`config.mk`:
```
export PLATFORM = sky130hd
export DESIGN_NAME = cbf_final_add
export DESIGN_NICKNAME = d
export VERILOG_FILES = /design/src/design/cbf_pkg.sv /design/src/design/cbf_final_add.sv
export SDC_FILE = /design/constraint.sdc
export NUM_CORES = 1
export LEC_CHECK = 0
export BUFFER_PORTS_ARGS = -buffer_cell sky130_fd_sc_hd__buf_2
export CAP_MARGIN = 25
export CORE_AREA = 2 2 591 593
export CTS_CLUSTER_DIAMETER = 50
export CTS_CLUSTER_SIZE = 30
export DETAILED_ROUTE_END_ITERATION = 6
export DIE_AREA = 0 0 593 595
export GPL_ROUTABILITY_DRIVEN = 0
export SLEW_MARGIN = 15
export SYNTH_ARGS = -nofsm -noshare
export SYNTH_HDL_FRONTEND = slang
export SYNTH_SLANG_ARGS = --single-unit
export TNS_END_PERCENT = 1
```
`constraint.sdc`:
```
create_clock -name clk -period 4.3 [get_ports clk]
set_input_delay 0.86 -clock clk [delete_from_list [all_inputs] [get_ports clk]]
set_output_delay 0.86 -clock clk [all_outputs]
set_load 0.02 [all_outputs]
```
`src/design/cbf_pkg.sv`:
```
package cbf_pkg;

  // Word and state geometry.
  localparam int WORD_W         = 32;
  localparam int NUM_WORDS      = 16;
  localparam int ROUNDS_DEFAULT = 20;

  typedef logic [WORD_W-1:0]              word_t;
  typedef logic [NUM_WORDS-1:0][WORD_W-1:0] state_t;

  // Payload that travels down the round pipeline.
  typedef struct packed {
    state_t x;     // working state
    state_t init;  // original input, kept for the final addition
  } pipe_t;

  // One half of a full round: the first or second pair of add/xor/rotate
  // steps of all four quarter-rounds, on columns or on diagonals.
  function automatic state_t half_round(state_t x, logic diag, logic second);
    state_t     y;
    word_t      a;
    word_t      b;
    word_t      c;
    word_t      d;
    logic [1:0] q2;
    logic [1:0] bi;
    logic [1:0] ci;
    logic [1:0] di;
    y = x;
    for (int q = 0; q < 4; q++) begin
      q2 = 2'(q);
      // Diagonals shift each row by its row number.
      bi = diag ? q2 + 2'd1 : q2;
      ci = diag ? q2 + 2'd2 : q2;
      di = diag ? q2 + 2'd3 : q2;
      a  = y[{2'd0, q2}];
      b  = y[{2'd1, bi}];
      c  = y[{2'd2, ci}];
      d  = y[{2'd3, di}];
      a  = a + b;
      d  = d ^ a;
      d  = second ? {d[23:0], d[31:24]} : {d[15:0], d[31:16]};
      c  = c + d;
      b  = b ^ c;
      b  = second ? {b[24:0], b[31:25]} : {b[19:0], b[31:20]};
      y[{2'd0, q2}] = a;
      y[{2'd1, bi}] = b;
      y[{2'd2, ci}] = c;
      y[{2'd3, di}] = d;
    end
    return y;
  endfunction

endpackage

```
`src/design/cbf_final_add.sv`:
```
module cbf_final_add (
  input  logic            clk,
  input  logic            rst_n,
  input  logic            in_valid,
  input  cbf_pkg::pipe_t  in_data,
  output logic            out_valid,
  output cbf_pkg::state_t out_state
);

  logic            valid_r;
  cbf_pkg::state_t sum_r;
  cbf_pkg::state_t sum_nxt;

  // Word-wise feed-forward of the original input, modulo 2^32.
  always_comb begin
    for (int i = 0; i < cbf_pkg::NUM_WORDS; i++) begin
      sum_nxt[i] = in_data.x[i] + in_data.init[i];
    end
  end

  always_ff @(posedge clk) begin
    if (!rst_n) begin
      valid_r <= 1'b0;
    end else begin
      valid_r <= in_valid;
    end
  end

  always_ff @(posedge clk) begin
    if (in_valid) begin
      sum_r <= sum_nxt;
    end
  end

  assign out_valid = valid_r;
  assign out_state = sum_r;

endmodule

```
==> results of run 1 <==
-- power groups by stage --
stage / Clock, W / Sequential (W) / Combinational, W
after floorplan: 0 / 0.00798 / 0.00324
after global placement: 0 / 0.00717 / 0.00825
after detailed placement: 0 / 0.00716 / 0.00825
after CTS: 0.00816 / 0.00709 / 0.00830
after global routing: 0.00833 / 0.00712 / 0.00878
final: 0.00789 / 0.00705 / 0.00825
-- worst max path at each step --
stage,slack [ns],depth (start not counted),endpoint,from
floorplan,0.60,11,out_state[188]$_DFFE_PP_,in_data[160]
global placement,0.08,13,out_state[318]$_DFFE_PP_,in_data[288]
detailed placement,0.05,13,out_state[318]$_DFFE_PP_,in_data[288]
CTS,0.95,13,out_state[318]$_DFFE_PP_,in_data[288]
global route,0.73,13,out_state[318]$_DFFE_PP_,in_data[288]
finish,0.92,12,out_state[474]$_DFFE_PP_,in_data[448]
-- metrics by stage --
stage	cell area [sq um]	util, %
2_1_floorplan	40200	-
3_3_place_gp	54000	15.5
3_5_place_dp	54000	15.5
4_1_cts	57300	16.5
5_1_grt	57500	16.5
6_report	57500	16.6
-- kinds of logic after synthesis --
logic type      count (synthesis)  synth area share (%)
compound gates               1413                  22.9
fa+ha+maj                     512                  16.2
xor+xnor                      452                  9.85
simple gates                  910                  11.0
mux                             1                0.0249
buf+inv                       183                  1.71
flops                         513                  38.3
-- routing by layer --
layer | global-route usage (%) | up-vias
met2 | 22.6 | 2343
met4 | 7.84 | 40
met1 | 15.4 | 19200
met5 | 0 | -
li1 | - | 18600
met3 | 5.08 | 462
-- placed cells by master (no fill, tap or decap), types with 55 or more instances in the layout --
cell type  instances
nor2_1           245
xnor2_1          298
diode_2           95
nand2_1          228
inv_1            106
buf_2           1538
buf_4             65
o21ai_0          209
a31oi_1           57
xor2_1           153
nor3_1            55
edfxtp_1         512
o21a_1            55
a21o_1           315
nand3_1           99
ha_1             496
o21bai_1          71
clkbuf_16         99
a21oi_1          440
-- worst max-delay path, stage by stage --
cell	delay (ns)
buf_2	0.12
ha_1	0.22
fa_1	0.42
a211o_1	0.37
a2111oi_4	0.39
o221ai_1	0.23
o2bb2ai_1	0.22
o41ai_1	0.48
a21oi_1	0.19
o21a_1	0.21
nor2_1	0.11
xnor2_1	0.07
-- registers in the layout, indices dropped and copies added (netlist names) --
signal and flops:
out_state 512, out_valid 1
-- layout make-up --
type	count	area share, %
flip-flops and latches	513	26.8
inverters	106	0.692
diodes	95	0.413
multi-input cells	3288	42.0
well taps	4599	10.0
repair buffers	1609	14.4
clock buffers	102	4.36
clock inverters	77	1.38
==> results by group, run 1 <==
STA
  – Slew headroom: 29.7%
  – Final setup TNS: 0 ns
  – Worst slew pin tran: 1.03 ns
  – Period utilization: 78.6%
  – Final WS setup: 0.920 ns
  – RSZ-0062 raised after global routing: false
  – Final setup violation count: 0
  – Crit path time final: 3.38 ns
  – Hold Slack: 0.260 ns
  – Pins Over Slew Limit: 0
  – Fmax: 296 MHz
  – Final Hold Viols: 0

CTS
  – Post-cts hold buffer count: 0
  – CTS sink count: 513
  – Post-CTS Setup Bufs: 0
  – CTS tree: built
  – H-tree levels: 3
  – Longest Clk Path Bufs: 4
  – Cts repair resizes: 0
  – Root buffer selected by CTS: clkbuf_16
  – CTS clk-pin slew, worst paths: 0.06 ns
  – CTS Buf Count: 99

Power and ir drop
  – Reg power frac: 30.4%
  – Psw: 0.00913 W
  – Pwr Total: 0.0232 W
  – Total power density per cell area: 403 nW/um^2
  – Share of power burned in combinational logic: 35.6%
  – Clock power frac: 34.0%
  – Internal power: 0.0141 W
  – Max IR drop VDD: 0.328 mV
  – Leakage power: 25.2 nW
  – Sw Ratio: 39.3%

Global routing
  – Initial antenna violation count: 106
  – Vias in the first global route: 37800
  – Total GRT Usage: 13.8%
  – Largest net degree at the start of global routing: 63
  – Grt ovf: 0
  – First-pass GRT wire length: 327000 um

Synthesis
  – Synth top area share: 38.2%
  – Top cells by count, synth: edfxtp_1 (512), ha_1 (496), a21oi_1 (440), a21o_1 (315), xnor2_1 (299)
  – Syn_nets: 5523
  – Largest area contributor in the netlist: edfxtp_1
  – Top-count cell post-synth: edfxtp_1
  – Unique masters post-synth: 87
  – Ranking of synthesized cells by area: edfxtp_1 (38%), ha_1 (15%), xnor2_1 (6.5%)
  – Seq/Total Area, Yosys: 38.3%
  – Number of synthesized flops with an enable pin: 512
  – Mapped Area: 40200 sq um
  – Synth warn: 0
  – Post-synth ARST share: 0%
  – Synth Register Bits: 513
  – Post-synthesis cell count: 3984
  – Synth Flop Type: edfxtp_1
  – Mean post-synth cell area: 10.1 sq um

Final layout
  – Nets: 7156
  – Fillers: 39100
  – Area delta synth->final: 43.1%
  – Final std cells w/o fill: 10400
  – Register area: 15400 sq um
  – Multi-input logic area: 24100 sq um
  – Share of cells above drive strength 1: 32.0%

Floorplan
  – Die area: 353000 sq um
  – IO Count: 1540
  – Die height: 595 um
  – Row count: 217
  – Core Box Area: 347000 sq um
  – Initial Utilization: 11.6%
  – Die Wd: 593 um

Outcome
  – Status: complete, no violations

Min path
  – WHS Endpoint: out_valid$_SDFF_PN0_
  – Hold Crit Start: rst_n
  – HP Class: in2reg
  – Worst hold stages: 2

Drt
  – DRT Pass-1 Iters: 5
  – Initial DRC Count: 3529
  – WL met2: 117000 um
  – Detailed-routing wirelength on met1: 94600 um
  – DR top layer: met5
  – Post-route ant nets: 0
  – Final wirelength: 257000 um
  – Vias per cell: 3.91
  – DR WL met3: 28200 um
  – DR WL/cell: 24.7 um
  – DR DRC count: 0
  – Vias: 40600

Placement
  – IO Port Bufs: 1539
  – Placed insts: 10100
  – Dpl hpwl: 225000 um
  – Pre-CTS WS: 0.0455 ns

Worst setup path
  – CP arrival: 3.91 ns
  – Critical path startpoint category: input port
  – CP Max Fanout: 3
  – WP data required: 4.83 ns
  – WS Path Type: in2reg
  – Critical path capture point type: flop

Flow run
  – # Max-Cap Violations: 0
(Power assumes the default switching activity.)
==> run 2: changes to the inputs <==
--- a/config.mk
+++ b/config.mk
@@ -7,11 +7,11 @@
 export LEC_CHECK = 0
 export BUFFER_PORTS_ARGS = -buffer_cell sky130_fd_sc_hd__buf_2
 export CAP_MARGIN = 25
-export CORE_AREA = 2 2 591 593
+export CORE_AREA = 2 2 604 606
 export CTS_CLUSTER_DIAMETER = 50
 export CTS_CLUSTER_SIZE = 30
 export DETAILED_ROUTE_END_ITERATION = 6
-export DIE_AREA = 0 0 593 595
+export DIE_AREA = 0 0 606 608
 export GPL_ROUTABILITY_DRIVEN = 0
 export SLEW_MARGIN = 15
 export SYNTH_ARGS = -nofsm -noshare
==> constraint.sdc (replaced) <==
create_clock -name clk -period 2.9 [get_ports clk]
set_input_delay 0.58 -clock clk [delete_from_list [all_inputs] [get_ports clk]]
set_output_delay 0.58 -clock clk [all_outputs]
set_load 0.02 [all_outputs]
==> results by group, run 2 (same netlist as run 1, synthesis figures left out) <==
STA
  – Pins Over Slew Limit: 0 (unchanged)
  – Final Hold Viols: 0 (unchanged)
  – Slew headroom: 46.0% (+16 points)
  – RSZ-0062 raised after global routing: true
  – Fmax: 350 MHz
  – Final WS setup: 0.0447 ns (-0.876 ns)
  – Final setup violation count: 0 (unchanged)
  – Period utilization: 98.5%
  – Crit path time final: 2.86 ns
  – Worst slew pin tran: 0.803 ns (-0.225 ns)
  – Hold Slack: 0.110 ns (-0.150 ns)

Flow run
  – # Max-Cap Violations: 0 (unchanged)

Drt
  – DR WL/cell: 26.8 um (+8.4%)
  – Initial DRC Count: 4113 (+17%)
  – Vias: 44500 (+9.7%)
  – Post-route ant nets: 0 (unchanged)
  – Vias per cell: 3.90 (-0.26%)
  – DRT Pass-1 Iters: 6 (+1)
  – DR DRC count: 0 (unchanged)
  – Final wirelength: 306000 um (+19%)

Placement
  – IO Port Bufs: 1539 (unchanged)
  – Dpl hpwl: 275000 um (+22%)
  – Placed insts: 11100 (+10%)
  – Pre-CTS WS: -1.33 ns (-1.38 ns)

Floorplan
  – Die area: 368000 sq um (+4.4%)
  – Row count: 221 (+1.8%)
  – Initial Utilization: 11.1% (-0.46 points)
  – Die height: 608 um (+2.2%)
  – IO Count: 1540 (unchanged)
  – Core Box Area: 362000 sq um (+4.2%)
  – Die Wd: 606 um (+2.2%)

Final layout
  – Final std cells w/o fill: 11400 (+10%)
  – Share of cells above drive strength 1: 41.1% (+9.1 points)
  – Nets: 7999 (+12%)
  – Fillers: 40600 (+3.7%)
  – Largest register FFs: 512 (unchanged)
  – Commonest non-fill, non-tap cell in the layout: buf_2
  – Most frequent cells in the layout: buf_2 (1538), buf_4 (879), edfxtp_1 (512)
  – Area delta synth->final: 60.5%

Power and ir drop
  – Total power density per cell area: 576 nW/um^2 (+43%)
  – Pwr Total: 0.0372 W (+60%)
  – Max IR drop VDD: 0.512 mV (+56%)
  – Leakage power: 29.4 nW (+17%)

Worst setup path
  – Crit-path cells: buf_2 > ha_1 > fa_2 > buf_12 > a21oi_2 > o211a_1 > o31a_4 > o22ai_2 > buf_4 > o41ai_4 > o21bai_1 > a221o_1 > a21oi_2 > xnor2_1
  – Critical-path top delay cell: fa_2
  – Crit path top cell by count: a21oi_2
  – CP top delay family: compound AO/OA/AOI/OAI gates
  – Critical path capture point type: flop
  – Critical path startpoint category: input port
  – CP Max Fanout: 3 (unchanged)
  – Crit path depth: 14 (+2)
  – WS Path Type: in2reg
  – CP arrival: 3.40 ns (-0.51 ns)
  – Largest stage delay, worst path: 0.45 ns (-0.03 ns)
  – CP Buf/Inv Count: 3 (+2)
  – WP data required: 3.45 ns (-1.38 ns)

Global routing
  – Initial antenna violation count: 161 (+52%)
  – Largest net degree at the start of global routing: 91 (+44%)
  – First-pass GRT wire length: 391000 um (+19%)
  – Total GRT Usage: 15.9% (+2.2 points)
  – Grt ovf: 0 (unchanged)
  – Vias in the first global route: 42000 (+11%)

CTS
  – Post-CTS Setup Bufs: 0 (unchanged)
  – CTS Buf Count: 103 (+4.0%)
  – CTS tree: built
  – H-tree levels: 3 (unchanged)
  – CTS clk-pin slew, worst paths: 0.05 ns (about the same)
  – Root buffer selected by CTS: clkbuf_16
  – Longest Clk Path Bufs: 4 (unchanged)
  – CTS sink count: 513 (unchanged)

Min path
  – HP Class: in2reg
  – Worst hold stages: 2 (unchanged)

Outcome
  – Status: complete, no violations
## run 2: cell count changes in the layout (fill, tap and decap cells not counted), sizes merged
| cell | delta |
|---|---|
| buf | +833 |
| bufinv | -3 |
| clkbuf | +5 |
| clkinv | +10 |
| clkinvlp | +6 |
| diode | -4 |
| dlygate4sd3 | +6 |
| inv | -11 |
## run 2: where the power goes
part / switching [W] / internal (W)
Clock: 0.00496 / 0.00701
Sequential: 0.000450 / 0.00981
Combinational: 0.00947 / 0.00547
Total: 0.0149 / 0.0223
## run 2: layout make-up
class / count / area [sq um] / share of cell area [%]
flip-flops and latches: 513 / 15400 / 23.8
repair buffers: 2448 / 14900 / 23.0
multi-input cells: 3288 / 24300 / 37.6
clock inverters: 79 / 798 / 1.24
well taps: 4794 / 6000 / 9.29
diodes: 91 / 228 / 0.353
inverters: 106 / 398 / 0.616
clock buffers: 107 / 2610 / 4.05
## run 2: worst paths after layout
check / from / to / slack (ns)
setup / recovery: in_data[32] / out_state[60]$_DFFE_PP_ / 0.04
hold / removal: in_data[513] / out_state[1]$_DFFE_PP_ / 0.11
## run 2: timing repair
item,CTS,global route
pin swaps,2,8
resized for setup,9,17
hold endpoints to repair,5,0
hold buffers,6,0
endpoints found under the setup margin,9,31
gates cloned,0,0
## run 2: metal layers
metal  global-route usage [%]  vias up  part of all wire [%]  wire length, um
met5                        0        -                  0.29              887
met4                     8.16      114                   6.3            19400
met3                     6.95      670                    11            34400
met2                     26.9     2368                    47           144000
met1                     16.8    21100                    35           108000
li1                         -    20300                     -                -
## run 2: metrics by stage
stage | utilization, % | setup TNS [ns] | area [sq um]
after floorplan | - | -6.97 | 40200
after global placement | 16.8 | -105.51 | 60800
after detailed placement | 16.8 | -108.65 | 60800
after CTS | 17.8 | -0.0171 | 64300
after global routing | 17.8 | -0.143 | 64500
final | 17.8 | 0 | 64600
